===== config.mk =====
export PLATFORM = sky130hd
export DESIGN_NAME = ciphered_header_deframer
export DESIGN_NICKNAME = d
export VERILOG_FILES = /design/src/hw/rtl/chd_pkg.sv /design/src/hw/rtl/chd_front.sv /design/src/hw/rtl/chd_fifo.sv /design/src/hw/rtl/chd_back.sv /design/src/hw/rtl/ciphered_header_deframer.sv
export SDC_FILE = /design/constraint.sdc
export NUM_CORES = 1
export LEC_CHECK = 0
export BUFFER_PORTS_ARGS = -buffer_cell sky130_fd_sc_hd__buf_4
export CORE_UTILIZATION = 54
export DETAILED_ROUTE_END_ITERATION = 16
export GPL_ROUTABILITY_DRIVEN = 0
export GPL_TIMING_DRIVEN = 0
export PLACE_DENSITY = 0.74
export SLEW_MARGIN = 20
export SYNTH_ARGS = -nofsm -noshare
export SYNTH_HDL_FRONTEND = slang
export SYNTH_SLANG_ARGS = --single-unit

===== constraint.sdc =====
create_clock -name clk -period 3.97 [get_ports clk]
set_input_delay 0.1985 -clock clk [delete_from_list [all_inputs] [get_ports clk]]
set_output_delay 0.1985 -clock clk [all_outputs]
set_load 0.01 [all_outputs]

===== src/hw/rtl/chd_pkg.sv =====
// Shared types, constants and helpers for the ciphered header deframer.
`timescale 1ns / 1ps

package chd_pkg;

  localparam int KEY_BYTES   = 20;
  localparam int HDR_BYTES   = 4;
  localparam int NUM_KEEP_OPS = 15;
  localparam int FIFO_DEPTH  = 2;

  localparam logic [15:0] MAX_PAYLOAD_RST = 16'd4096;

  // configuration register indexes
  localparam logic [1:0] REG_KEY_LOW     = 2'd0;
  localparam logic [1:0] REG_KEY_MID     = 2'd1;
  localparam logic [1:0] REG_KEY_HIGH    = 2'd2;
  localparam logic [1:0] REG_MAX_PAYLOAD = 2'd3;

  typedef enum logic [1:0] {
    KIND_HEADER  = 2'd0,
    KIND_PAYLOAD = 2'd1,
    KIND_DROP    = 2'd2
  } kind_t;

  // opcodes whose frames are kept
  localparam logic [15:0] KEEP_OPS [NUM_KEEP_OPS] = '{
    16'h003B, 16'h0051, 16'h0067, 16'h0068, 16'h008A,
    16'h0092, 16'h0096, 16'h0099, 16'h009B, 16'h01CB,
    16'h01EE, 16'h0236, 16'h02A9, 16'h03EF, 16'h03F1
  };

  // one classified beat handed from the front to the back
  typedef struct packed {
    logic [7:0]  out_byte;
    kind_t       byte_kind;
    logic [15:0] frame_opcode;
    logic [15:0] frame_length;
    logic        frame_end;
    logic        keep_en;     // keep may be set if the opcode matches
    logic        overflow;
  } item_t;

  typedef struct packed {
    logic full;
    logic empty;
  } fifo_stat_t;

  function automatic logic op_kept(input logic [15:0] op);
    logic hit;
    hit = 1'b0;
    for (int i = 0; i < NUM_KEEP_OPS; i++) begin
      if (op == KEEP_OPS[i]) hit = 1'b1;
    end
    return hit;
  endfunction

endpackage


===== src/hw/rtl/chd_front.sv =====
// Front end: config registers, header decipher, frame tracking, beat classification.
`timescale 1ns / 1ps

module chd_front (
  input  logic               clk,
  input  logic               rst,
  input  logic               cfg_wr_en,
  input  logic [1:0]         cfg_index,
  input  logic [63:0]        cfg_data,
  input  logic               accept,
  input  logic [7:0]         in_byte,
  output chd_pkg::item_t     item
);
  import chd_pkg::*;

  logic [63:0] key_low;
  logic [63:0] key_mid;
  logic [31:0] key_high;
  logic [15:0] max_payload;

  logic [4:0]  key_index;
  logic [7:0]  last_cipher;
  logic [1:0]  header_count;
  logic [23:0] header_store;
  logic [15:0] payload_left;
  logic [15:0] cur_opcode;
  logic [15:0] cur_length;
  logic        halted;

  logic [7:0]  key_b [KEY_BYTES];
  logic [7:0]  plain;
  logic [15:0] raw_size;
  logic [15:0] new_length;
  logic [15:0] new_opcode;
  logic        bad_size;
  logic        in_payload;
  logic        hdr_last;

  always_comb begin
    for (int i = 0; i < 8; i++) begin
      key_b[i]     = key_low[8*i +: 8];
      key_b[8 + i] = key_mid[8*i +: 8];
    end
    for (int i = 0; i < 4; i++) begin
      key_b[16 + i] = key_high[8*i +: 8];
    end
  end

  assign plain      = (in_byte - last_cipher) ^ key_b[key_index];
  assign raw_size   = {header_store[7:0], header_store[15:8]};
  assign new_length = raw_size - 16'd2;
  assign new_opcode = {plain, header_store[23:16]};
  assign bad_size   = (raw_size[15:1] == 15'd0) || (new_length > max_payload);
  assign in_payload = (payload_left != 16'd0);
  assign hdr_last   = (header_count == 2'(HDR_BYTES - 1));

  always_comb begin
    item = '0;
    if (halted) begin
      item.byte_kind    = KIND_DROP;
      item.frame_opcode = cur_opcode;
      item.frame_length = cur_length;
      item.overflow     = 1'b1;
    end else if (in_payload) begin
      item.out_byte     = in_byte;
      item.byte_kind    = KIND_PAYLOAD;
      item.frame_opcode = cur_opcode;
      item.frame_length = cur_length;
      item.frame_end    = (payload_left == 16'd1);
      item.keep_en      = 1'b1;
    end else begin
      item.out_byte  = plain;
      item.byte_kind = KIND_HEADER;
      if (hdr_last) begin
        item.frame_opcode = new_opcode;
        item.frame_length = new_length;
        item.overflow     = bad_size;
        item.keep_en      = !bad_size;
        item.frame_end    = !bad_size && (new_length == 16'd0);
      end
    end
  end

  // config registers
  always_ff @(posedge clk) begin
    if (rst) begin
      key_low     <= '0;
      key_mid     <= '0;
      key_high    <= '0;
      max_payload <= MAX_PAYLOAD_RST;
    end else if (cfg_wr_en) begin
      case (cfg_index)
        REG_KEY_LOW:     key_low     <= cfg_data;
        REG_KEY_MID:     key_mid     <= cfg_data;
        REG_KEY_HIGH:    key_high    <= cfg_data[31:0];
        REG_MAX_PAYLOAD: max_payload <= cfg_data[15:0];
        default: ;
      endcase
    end
  end

  always_ff @(posedge clk) begin
    if (rst) begin
      key_index    <= '0;
      last_cipher  <= '0;
      header_count <= '0;
      payload_left <= '0;
      cur_opcode   <= '0;
      cur_length   <= '0;
      halted       <= 1'b0;
    end else if (accept && !halted) begin
      if (in_payload) begin
        payload_left <= payload_left - 16'd1;
      end else begin
        last_cipher <= in_byte;
        key_index   <= (key_index == 5'(KEY_BYTES - 1)) ? 5'd0 : key_index + 5'd1;
        if (hdr_last) begin
          header_count <= '0;
          cur_opcode   <= new_opcode;
          cur_length   <= new_length;
          if (bad_size) halted <= 1'b1;
          else payload_left <= new_length;
        end else begin
          header_count <= header_count + 2'd1;
        end
      end
    end
  end

  // header bytes 0..2 are always rewritten before the fourth byte reads them
  always_ff @(posedge clk) begin
    if (accept && !halted && !in_payload && !hdr_last) begin
      header_store[8*header_count +: 8] <= plain;
    end
  end

endmodule


===== src/hw/rtl/chd_fifo.sv =====
// Two-entry queue of classified beats between front and back.
`timescale 1ns / 1ps

module chd_fifo (
  input  logic                clk,
  input  logic                rst,
  input  logic                push,
  input  chd_pkg::item_t      push_item,
  input  logic                pop,
  output chd_pkg::item_t      head,
  output chd_pkg::fifo_stat_t stat
);
  import chd_pkg::*;

  item_t      mem [FIFO_DEPTH];
  logic       wr_ptr;
  logic       rd_ptr;
  logic [1:0] count;

  assign head       = mem[rd_ptr];
  assign stat.full  = (count == 2'(FIFO_DEPTH));
  assign stat.empty = (count == 2'd0);

  always_ff @(posedge clk) begin
    if (rst) begin
      wr_ptr <= 1'b0;
      rd_ptr <= 1'b0;
      count  <= '0;
    end else begin
      if (push) wr_ptr <= !wr_ptr;
      if (pop)  rd_ptr <= !rd_ptr;
      case ({push, pop})
        2'b10:   count <= count + 2'd1;
        2'b01:   count <= count - 2'd1;
        default: ;
      endcase
    end
  end

  always_ff @(posedge clk) begin
    if (push) mem[wr_ptr] <= push_item;
  end

endmodule


===== src/hw/rtl/chd_back.sv =====
// Back end: opcode keep lookup and the output register.
`timescale 1ns / 1ps

module chd_back (
  input  logic                clk,
  input  logic                rst,
  input  chd_pkg::item_t      head,
  input  chd_pkg::fifo_stat_t stat,
  output logic                pop,
  output logic                out_tvalid,
  input  logic                out_tready,
  output logic [47:0]         out_tdata,
  output logic [1:0]          out_tuser,
  output logic                out_tlast
);
  import chd_pkg::*;

  logic keep;

  assign pop  = !stat.empty && (!out_tvalid || out_tready);
  assign keep = head.keep_en && op_kept(head.frame_opcode);

  always_ff @(posedge clk) begin
    if (rst) begin
      out_tvalid <= 1'b0;
    end else if (pop) begin
      out_tvalid <= 1'b1;
    end else if (out_tready) begin
      out_tvalid <= 1'b0;
    end
  end

  always_ff @(posedge clk) begin
    if (pop) begin
      out_tdata <= {6'd0, head.overflow, keep, head.frame_length,
                    head.frame_opcode, head.out_byte};
      out_tuser <= head.byte_kind;
      out_tlast <= head.frame_end;
    end
  end

endmodule


===== src/hw/rtl/ciphered_header_deframer.sv =====
// Ciphered header deframer: takes one received byte per cycle while the
// front-to-back queue is not full, deciphers the four header bytes of each
// frame by subtracting the previous cipher byte and XORing with a 20-byte
// key, passes the payload through and tags every byte with its kind and
// the frame's opcode and length. A size field below 2 or a payload length
// (size minus 2) above max_payload sets a sticky overflow and every later
// byte comes out as a dropped beat until reset. Throughput is one byte per
// clock while the output is not stalled; a byte is written into the
// front-to-back queue when it is taken and moves from there to the output
// register when the output is free. The combinational decipher and the
// registered header state update in the front set that rate. Config writes
// are expected only while no beat is in flight.
`timescale 1ns / 1ps

module ciphered_header_deframer (
  input  logic        clk,
  input  logic        rst,
  input  logic        cfg_wr_en,
  input  logic [1:0]  cfg_index,
  input  logic [63:0] cfg_data,
  input  logic        in_tvalid,
  output logic        in_tready,
  input  logic [7:0]  in_tdata,   // [7:0] in_byte
  output logic        out_tvalid,
  input  logic        out_tready,
  // [7:0] out_byte, [23:8] frame_opcode, [39:24] frame_length,
  // [40] keep, [41] overflow, [47:42] zero
  output logic [47:0] out_tdata,
  output logic [1:0]  out_tuser,  // [1:0] byte_kind
  output logic        out_tlast   // frame_end
);
  import chd_pkg::*;

  item_t      push_item;
  item_t      head;
  fifo_stat_t fifo_stat;
  logic       push;
  logic       pop;

  assign in_tready = !fifo_stat.full;
  assign push      = in_tvalid && in_tready;

  chd_front u_front (
    .clk       (clk),
    .rst       (rst),
    .cfg_wr_en (cfg_wr_en),
    .cfg_index (cfg_index),
    .cfg_data  (cfg_data),
    .accept    (push),
    .in_byte   (in_tdata),
    .item      (push_item)
  );

  chd_fifo u_fifo (
    .clk       (clk),
    .rst       (rst),
    .push      (push),
    .push_item (push_item),
    .pop       (pop),
    .head      (head),
    .stat      (fifo_stat)
  );

  chd_back u_back (
    .clk        (clk),
    .rst        (rst),
    .head       (head),
    .stat       (fifo_stat),
    .pop        (pop),
    .out_tvalid (out_tvalid),
    .out_tready (out_tready),
    .out_tdata  (out_tdata),
    .out_tuser  (out_tuser),
    .out_tlast  (out_tlast)
  );

  a_fifo_stat: assert property (@(posedge clk) disable iff (rst)
    !(fifo_stat.full && fifo_stat.empty))
    else $error("queue reports full and empty together");

  a_pop_nonempty: assert property (@(posedge clk) disable iff (rst)
    pop |-> !fifo_stat.empty)
    else $error("back popped an empty queue");

  a_drop_beat: assert property (@(posedge clk) disable iff (rst)
    (push && push_item.byte_kind == KIND_DROP) |->
      (push_item.overflow && push_item.out_byte == 8'd0 && !push_item.keep_en))
    else $error("dropped beat without overflow or with data");

  a_end_ok: assert property (@(posedge clk) disable iff (rst)
    (push && push_item.frame_end) |-> !push_item.overflow)
    else $error("frame end on an overflowed beat");

endmodule


After elaboration in Yosys (flattened, before gate mapping)
Memory sizes are Yosys's and may differ from the RTL's. A register that Yosys moved wholly into a read port is not among the register bits.
Index checks and enable logic that the tools add are counted.
{"block": "totals", "ramBits": 90, "reg_bits": 314, "mem_count": 1, "out_inout_bits": 53, "in_bits": 79, "word_cells": 132}
{"block": "classes", "muxes": 38, "eq_ne": 25, "reduce_logical": 34, "bitwise": 3, "n_addsub": 8, "n_lt_le_gt_ge": 2, "shift": 2}
{"memory": "u_fifo.mem", "depth": 2, "width": 45, "rd": 1, "rd_clocked_by_memory_dff": 1, "wr": 1, "line_no": "chd_fifo.sv:15", "rtl": "item_t mem [FIFO_DEPTH];"}
{"cell": "equality test 16 x 8 -> 1 bit (second input constant)", "count": 5}
{"cell": "equality test 16 x 10 -> 1 bit (second input constant)", "count": 4}
{"cell": "equality test 16 x 7 -> 1 bit (second input constant)", "count": 3}
{"cell": "two-way mux 16 bit", "count": 3}
{"cell": "two-way mux 44 bit", "count": 1}
{"cell": "binary-select mux 8 bit (select 5 bit)", "count": 1}
{"cell": "two-way mux 35 bit", "count": 1}
{"cell": "two-way mux 34 bit", "count": 1}
{"cell": "negator 5 -> 34 bit", "count": 1}
{"cell": "variable shift 8 x 34 -> 24 bit (first input constant)", "count": 1}
{"cell": "variable part select 8 x 34 -> 24 bit", "count": 1}
{"cell": "equality test 16 x 9 -> 1 bit (second input constant)", "count": 2}
{"cell": "bitwise mux 24 bit", "count": 1}
{"cell": "two-way mux 8 bit", "count": 3}
{"cell": "two-way mux 1 bit", "count": 23}
{"cell": "equality test 16 x 1 -> 1 bit (second input constant)", "count": 1}
{"cell": "equality test 16 x 6 -> 1 bit (second input constant)", "count": 1}
{"cell": "> comparator 16 bit", "count": 1}
{"cell": "logical NOT 16 bit", "count": 1}
{"cell": "nonzero test 16 bit", "count": 1}
{"cell": "subtractor 16 x 1 -> 16 bit (second input constant)", "count": 1}
{"cell": "subtractor 16 x 2 -> 16 bit (second input constant)", "count": 1}
{"cell": "logical NOT 15 bit", "count": 1}
{"cell": "equality test 2 bit (second input constant)", "count": 5}
{"cell": "22 further kinds", "count": 48}

Depth between registers and ports, before layout
Gate-level depths: netlist (run 1).
{"block": "logic_depth", "word_depth": 17, "mapped_depth": 14, "ltp_nobuf": 13}

Cells and area by module
Synthesis (run 1) repeated with hierarchy kept, for this count alone.
{"block": "hier_totals", "cells_unflattened": 1806, "hier_area_um2": 17789.6}
{"module": "chd_front", "cells_per_inst": 1544, "seq_area_each_um2": 5525.3, "instances": 1, "area_per_inst_um2": 12598.3}
{"module": "chd_fifo", "cells_per_inst": 162, "seq_area_each_um2": 2802.7, "instances": 1, "area_per_inst_um2": 3439.5}
{"module": "chd_back", "cells_per_inst": 98, "seq_area_each_um2": 1371.3, "instances": 1, "area_per_inst_um2": 1741.7}
{"module": "ciphered_header_deframer", "cells_per_inst": 2, "seq_area_each_um2": 0.0, "instances": 1, "area_per_inst_um2": 10.0}

Worst setup path before layout (run 1)
OpenSTA, ideal clock, no wires.
{"block": "synth_path", "path_type": "register to register", "from": "reg u_front.header_store[10]", "to": "reg u_front.payload_left[14]", "required_time_ns": 3.898, "arrival_time_ns": 3.831, "path_buffers": 1, "setup_ns": 0.072, "slack_ns": 0.067, "stages_incl_launch_ff": 15, "synth_period_minus_slack_ns": 3.903, "path_cell_list": "edfxtp_1 -> or4_1 -> or3_1 -> nor4_1 -> xnor2_1 -> inv_1 -> ha_1 -> a21o_1 -> a21oi_1 -> nor2b_1 -> a2111oi_1 -> o21ai_0 -> buf_2 -> a2111oi_0 -> mux2i_1"}
{"block": "synth_between", "elab_chain_len": 5, "word_cells_on_any_way": 9, "classes_between": "1 x add/sub; 1 x order compare; 1 x eq/ne; 3 x mux; 3 x reduce/logical"}
{"item": "from (decl)", "line_no": "chd_front.sv:24", "rtl": "logic [23:0] header_store;"}
{"item": "from (signal, indexed assignment)", "line_no": "chd_front.sv:133", "rtl": "header_store[8*header_count +: 8] <= plain;"}
{"item": "subtractor 16 x 2 -> 16 bit", "line_no": "chd_front.sv:51", "rtl": "assign new_length = raw_size - 16'd2;"}
{"item": "via u_front.new_length[12]", "line_no": "chd_front.sv:33", "rtl": "logic [15:0] new_length;"}
{"item": "> comparator 16 bit", "line_no": "chd_front.sv:53", "rtl": "assign bad_size = (raw_size[15:1] == 15'd0) || (new_length > max_payload);"}
{"item": "logical OR 1 bit", "line_no": "chd_front.sv:53"}
{"item": "inequality test 2 bit (no line)"}
{"item": "AND reduction 3 bit (no line)"}
{"item": "to (signal assigned)", "line_no": "chd_front.sv:113", "rtl": "payload_left <= payload_left - 16'd1;"}
{"item": "to (signal assigned)", "line_no": "chd_front.sv:122", "rtl": "else payload_left <= new_length;"}
{"item": "to (decl)", "line_no": "chd_front.sv:25", "rtl": "logic [15:0] payload_left;"}
The timed path passes the listed nets, and every way through them passes these cells. The select of a mux whose other input is x is not followed.
A chain may end at the register's enable or synchronous reset.

Worst setup path after layout (run 1)
{"block": "layout_path", "from": "reg u_front.header_store[12]", "to": "reg u_front.payload_left[15]"}
The elaborated chain is that of the path after synthesis.

==> flow_metrics.py, run 1 <==
metrics = {
    "setup_path": {
        "worstSetupPathType": "reg -> reg",
        "number_of_cells_traversed_by_the_worst_register_to_register_path": 13,
        "cp_launch_type": "register",
        "path_delay_family": "simple AND/OR/NAND/NOR gates",
        "worst_path_most_repeated_cell": "a2111oi_4",
        "critical-path-max-stage-delay_ns": 0.59,
        "worst-path-stages": 13,
        "critPathMaxFanout": 6,
        "cp_slowest_cell": "or4_4",
        "arrival_ns": 4.45,
        "cp_data_required_time_ns": 4.40,
        "list_of_cells_traversed_by_the_critical_path": "or4_4 -> or3_4 -> nor4_4 -> xnor2_2 -> inv_1 -> ha_4 -> nand4_1 -> a2111oi_4 -> a2111oi_4 -> buf_4 -> o21a_4 -> o21ai_4 -> mux2_4",
        "path_buf_inv": 2,
        "crit_path_end_kind": "register",
    },
    "yosys": {
        "synth_most_common_cell": "nand2_1",
        "netlist-cell-type-count": 77,
        "synth.cells.most_frequent": "nand2_1 (515), dfxtp_1 (246), a21oi_1 (239), edfxtp_1 (159), clkbuf_1 (87)",
        "synth_area_leader_cell": "dfxtp_1",
        "ys_seq_area_share_pct": 54.0,
        "synth_enable_flop_cells": 159,
        "ys.warnings.count": 0,
        "syn_avg_cell_area_um2": 9.75,
        "cells_taking_the_most_area_after_synthesis": "dfxtp_1 (27%), edfxtp_1 (27%), nand2_1 (11%), a21oi_1 (6.7%), mux4_2 (5.5%)",
        "synth_area_um2": 18000,
        "synth.ff_latch_count": 405,
        "netlist_instances": 1841,
        "synth_async_sr_flop_share_pct": 0,
        "dominantRegCellSynth": "dfxtp_1",
        "synth.top_cell.area_share_pct": 27.4,
    },
    "flow_run": {
        "drv.max_cap_violation_count": 0,
    },
    "layout": {
        "layout.cell_area.non_filler_um2": 22000,
        "multi_input_area_um2": 7820,
        "diodes": 0,
        "seqCellArea_um2": 9700,
        "layout-drive-gt1-share_pct": 17.2,
        "area_growth_pct": 22.6,
        "net_count_final": 2226,
        "nFillCells": 2476,
        "final_core_utilization_pct": 67.5,
    },
    "clock_tree": {
        "cts_inserted_buffers": 43,
        "clock_tree.root_cell": "clkbuf_16",
        "cts_htree_levels": 2,
        "clock_tree.buffer_depth": 3,
        "worst_setup_hold_path_clk_slew_ns": 0.07,
        "cts_sinks": 405,
        "clk_latency_ns": 0.54,
        "tritoncts": "built",
    },
    "sta": {
        "rsz_0062_raised_after_global_routing": "true",
        "final-setup-viol-count": 1,
        "tightestPinTransition_ns": 0.896,
        "final-hold-violation-count": 0,
        "clock_skew_ns": 0.0191,
        "post-route-min-period_ns": 4.01,
        "worst_slew_margin_relative_to_its_limit_pct": 39.8,
        "slew_viol_final": 0,
        "fin_ws_ns": -0.0446,
        "fin_crit_sh_pct": 101,
        "timing.fmax_ghz": 0.249,
    },
    "detailed_routing": {
        "detail_route.iter0.violations": 1233,
        "routed_wl_mm": 48.3,
        "detail_route.first_pass.iterations": 5,
        "remaining_drc_errors": 0,
        "final_antenna_net_count": 0,
        "routed_wire_length_per_instance_um": 18.7,
        "via_count": 14800,
        "detail_route.vias_per_cell": 5.74,
    },
    "floorplan": {
        "io_pins": 132,
        "die_w_um": 184,
        "core.rowCount": 66,
        "die_h_um": 184,
        "core_area_um2": 32600,
        "initial_core_util_pct": 55.0,
        "die_area_um2": 34000,
    },
    "grt": {
        "congestion_overflow_gr": 0,
        "pin_count_of_the_biggest_net_entering_global_routing": 33,
        "antenna_found_initial": 0,
        "global_route_wire_length_before_repair_mm": 75.2,
        "vias_in_the_first_global_route": 14400,
        "grt.total_usage_pct": 28.6,
    },
    "status": {
        "failed_checks": "negative setup slack",
        "outcome": "finished with violations",
    },
    "min_path": {
        "hp-class": "in -> reg",
        "whs_path_depth": 4,
    },
    "power": {
        "totalPowerFinal_mw": 13.6,
        "pwr_density_cell_nw_per_um2": 617,
        "leakagePower_nw": 7.88,
        "power.ir.vdd_worst_mv": 0.424,
    },
    "place": {
        "placed_area_um2": 19500,
        "numPortBuffers": 125,
        "dp_hpwl_mm": 34.0,
    },
}
## cells in the final DEF (no fill, tap or decap), drive strengths merged, types with 19 or more instances in the layout
cell type,n
edfxtp,159
nor2,83
buf,182
a21oi,242
ha,33
nor3,19
mux4,44
dfxtp,246
mux2,41
inv,60
nand2,516
dlygate4sd3,73
nand3,27
o21ai,34
clkbuf,141
mux2i,21
## worst min-delay path, stage by stage
cell and delay, ns:
buf_4 0.09, inv_1 0.11, nand2_1 0.09, mux2i_1 0.06
## layout make-up
| cell class | instances | area share (%) |
|---|---|---|
| Clock buffer | 54 | 5.21 |
| Inverter | 57 | 0.972 |
| Buffer | 120 | 2.32 |
| Timing Repair Buffer | 222 | 8.57 |
| Multi-Input combinational cell | 1264 | 35.5 |
| Tap cell | 442 | 2.51 |
| Clock inverter | 24 | 0.875 |
| Sequential cell | 405 | 44.0 |
## sequential cells by signal (all words and copies together) (netlist names), 5 cells and up, named ones only
register,cells
u_front.key_high,32
u_front.key_index,5
u_front.cur_opcode,16
u_front.max_payload,16
u_front.last_cipher,8
u_front.payload_left,16
u_back.out_tdata,42
u_front.cur_length,16
u_front.key_low,64
u_front.key_mid,64
u_fifo.mem,90
u_front.header_store,24
## cell families (layout without fill, tap and decap cells)
group,Yosys count,in the layout,share of synthesized area [%]
AND/OR/NAND/NOR,729,729,17.2
adder cells (fa/ha/maj),34,34,2.41
XOR/XNOR,31,31,1.67
buffers and inverters,177,477,4.01
other,1,6,0.0209
AO/OA/AOI/OAI,358,358,11.5
multiplexers,106,106,9.26
flip-flops,405,405,54.0
## stage by stage
| step | setup WS, ns | TNS [ns] | instances | hold slack, ns |
|---|---|---|---|---|
| final | -0.0446 | -0.0446 | 2588 | 0.0488 |
| after global routing | -0.166 | -1.07 | 2588 | 0.0738 |
| after CTS | 0.0222 | 0 | 2573 | 0.0361 |
| after detailed placement | -1.21 | -16.60 | 2416 | 0.444 |
| after global placement | -1.03 | -44.31 | 2413 | 0.436 |
| after floorplan | 0.0668 | 0 | 1846 | 0.334 |
## layer usage
layer,global-route usage [%],up-vias,share of wire (%)
met5,0,-,0
met4,13.3,0,4.5
met3,4.01,166,7.9
met2,50.8,767,49
met1,34.2,6973,38
li1,-,6943,-
## final timing paths
| check | from | to | slack [ns] |
|---|---|---|---|
| worst max register to register | u_front.header_store[12] | u_front.payload_left[15] | -0.04 |
| worst min-delay path | rst | u_front.payload_left[1] | 0.05 |
| worst min register to register | u_front.key_mid[25] | u_front.key_mid[25] | 0.45 |
| worst max-delay path | u_front.header_store[12] | u_front.payload_left[15] | -0.04 |
## power by group
group          total [mW]  switching [mW]  internal, mW
clock                3.83            1.64          2.19
sequential           5.40           0.266          5.13
combinational        4.36            2.72          1.64
total                13.6            4.63          8.96
## timing repair
action                                  CTS  global route
pin swaps                                 4            13
gates cloned                              0             0
endpoints found under the setup margin   23            23
hold endpoints to repair                184             0
buffers inserted                          6            15
gates resized for setup                  26            18
hold buffers                             73             0
Power figures use the tool's default switching activity.
==> inputs of run 2 (changes only) <==
- GPL_TIMING_DRIVEN: 0 -> unset
==> run 2 against run 1 <==
The run still ends with negative setup slack left. Register-to-register slack better by 0.04 ns. First-iteration DRC count increased by 1.8%. Combinational power is 4% lower. Utilization decreased by 0.95 points. Worst setup slack gained 0.039 ns. Flip-flop and latch count stayed put. Clock power grew 5%. Critical path type unchanged. Largest cell class unchanged.
==> flow_metrics.py, run 2 (synthesis results as in run 1) <==
metrics = {
    "status": {
        "outcome": "finished with violations",
        "failed_checks": "negative setup slack",
    },
    "floorplan": {
        "io_pins": 132,
        "die_w_um": 184,
        "core_area_um2": 32600,
        "initial_core_util_pct": 55.0,
        "die_h_um": 184,
        "core.rowCount": 66,
        "die_area_um2": 34000,
    },
    "layout": {
        "diodes": 0,
        "mostFrequentLayoutCells": "nand2_1 (515), dfxtp_1 (243), a21oi_1 (238)",
        "nFillCells": 2437,
        "most_common_library_cell_in_the_layout_ignoring_fill_and_taps": "nand2_1",
        "final_core_utilization_pct": 66.6,
        "largest_reg_flops": 90,
        "net_count_final": 2139,
        "biggestRegsByFlops": "u_fifo.mem: 90 flops, u_front.key_low: 64 flops, u_front.key_mid: 64 flops",
        "layout-drive-gt1-share_pct": 18.0,
        "area_growth_pct": 20.9,
        "largest_register": "u_fifo.mem",
    },
    "clock_tree": {
        "worst_setup_hold_path_clk_slew_ns": 0.06,
        "tritoncts": "built",
        "clock_tree.buffer_depth": 3,
        "clock_tree.root_cell": "clkbuf_16",
        "cts_htree_levels": 2,
        "cts_inserted_buffers": 42,
        "clk_latency_ns": 0.54,
        "cts_sinks": 405,
    },
    "sta": {
        "whs_ns": 0.0520,
        "slew_viol_final": 0,
        "tightestPinTransition_ns": 1.03,
        "worst_slew_margin_relative_to_its_limit_pct": 31.0,
        "clock_skew_ns": 0.0100,
        "post-route-min-period_ns": 3.98,
        "final-hold-violation-count": 0,
        "fin_ws_ns": -0.00604,
        "fin_crit_sh_pct": 100,
        "final-setup-viol-count": 1,
        "timing.fmax_ghz": 0.252,
    },
    "power": {
        "totalPowerFinal_mw": 13.7,
        "pwr_density_cell_nw_per_um2": 629,
        "power.ir.vdd_worst_mv": 0.335,
        "leakagePower_nw": 7.80,
    },
    "grt": {
        "grt.total_usage_pct": 25.6,
        "vias_in_the_first_global_route": 13800,
        "congestion_overflow_gr": 0,
        "pin_count_of_the_biggest_net_entering_global_routing": 195,
        "antenna_found_initial": 0,
        "global_route_wire_length_before_repair_mm": 69.6,
    },
    "setup_path": {
        "critical-path-max-stage-delay_ns": 0.43,
        "worstSetupPathType": "reg -> reg",
        "arrival_ns": 4.42,
        "cp_launch_type": "register",
        "cp_data_required_time_ns": 4.42,
        "setup.reg_to_reg.worst_slack_ns": -0.006,
        "crit_path_end_kind": "register",
        "cp_slowest_cell": "a2111oi_2",
        "worst_path_most_repeated_cell": "buf_4",
        "r2r-end": "u_front.payload_left[13]",
        "critical_path.reg2reg.startpoint": "u_front.header_store[9]",
        "list_of_cells_traversed_by_the_critical_path": "buf_4 -> inv_1 -> ha_1 -> nor3b_1 -> buf_4 -> nand4_1 -> or2_2 -> nand2_1 -> ha_1 -> nand4_1 -> a2111oi_4 -> a2111oi_2 -> o21ai_1 -> buf_4 -> buf_4 -> a221o_1 -> a221oi_2",
        "critPathMaxFanout": 6,
        "number_of_cells_traversed_by_the_worst_register_to_register_path": 17,
    },
    "min_path": {
        "worstHoldStart": "rst",
        "hp-class": "in -> reg",
        "whs_path_depth": 2,
        "hold-path-endpoint": "u_fifo.count[0]",
    },
    "place": {
        "numPortBuffers": 125,
        "dp_hpwl_mm": 28.1,
    },
    "detailed_routing": {
        "detail_route.vias_per_cell": 5.73,
        "remaining_drc_errors": 0,
        "final_antenna_net_count": 0,
        "routed_wire_length_per_instance_um": 17.3,
        "detail_route.first_pass.iterations": 7,
        "via_count": 14300,
        "detail_route.iter0.violations": 1255,
        "routed_wl_mm": 43.2,
    },
    "flow_run": {
        "drv.max_cap_violation_count": 0,
    },
}
run 2: changes by cell type in the layout (fill, tap and decap cells not counted), moves of 5 or more:
cell	previous run	this run
buf_4	154	179
buf_1	10	0
clkbuf_1	95	9
xnor2_1	12	17
buf_2	13	0
run 2: critical path: cells and delay by family, from the launching register on:
family	cells	cell delay, ns
AO/OA/AOI/OAI	5	1.16
adder cells (fa/ha/maj)	2	0.45
buffers and inverters	5	0.79
flip-flops	1	0.39
AND/OR/NAND/NOR	5	1.10
run 2: report_power, final:
| group | switching, mW | leakage [nW] | total, mW | internal [mW] |
|---|---|---|---|---|
| Sequential | 0.340 | 3.51 | 5.48 | 5.14 |
| Combinational | 2.53 | 3.58 | 4.17 | 1.64 |
| Clock | 1.59 | 0.702 | 4.02 | 2.43 |
run 2: worst max path at each step:
stage	start	endpoint	slack, ns	cells past startpoint
after CTS	u_front.header_store[10]	u_front.payload_left[15]	-0.04	13
after global placement	u_front.header_store[10]	u_front.payload_left[8]	0.07	14
after detailed placement	u_front.header_store[10]	u_front.payload_left[8]	-0.07	14
after floorplan	u_front.header_store[10]	u_front.payload_left[14]	0.07	14
final	u_front.header_store[9]	u_front.payload_left[13]	-0.006	17
after global routing	u_front.header_store[9]	u_front.payload_left[13]	-0.17	17
run 2: what timing repair did:
item | CTS | global route
gates resized for setup | 4 | 14
pin swaps | 0 | 11
setup buffers | 0 | 4
endpoints found under the setup margin | 5 | 21
hold endpoints to repair | 184 | 0
hold buffers | 73 | 0
run 2: stage by stage:
stage / cells / instance area, um^2 / setup WS (ns) / TNS (ns)
6_report: 2502 / 21700 / -0.00604 / -0.00604
5_1_grt: 2502 / 21700 / -0.173 / -0.902
2_1_floorplan: 1846 / 18000 / 0.0668 / 0
3_5_place_dp: 2347 / 19400 / -0.0669 / -0.172
3_3_place_gp: 2347 / 19400 / 0.0684 / 0
4_1_cts: 2498 / 21600 / -0.0406 / -0.0406
run 2: cell type report:
type                    count  area [um^2]  share of cell area [%]
flip-flops and latches    405         9700                    44.7
repair buffers            256         2150                    9.88
well taps                 442          553                    2.55
inverters                  57          214                   0.985
clock buffers              56         1190                    5.47
clock inverters            22          236                    1.09
multi-input cells        1264         7670                    35.3
run 2: routing by layer:
metal | vias to the layer above | GRT usage, % | share of wire [%]
met5 | - | 0 | 0
met4 | 0 | 10.2 | 3.5
met3 | 122 | 4.05 | 7.0
met2 | 609 | 43.3 | 49
met1 | 6835 | 32.9 | 41
li1 | 6772 | - | -
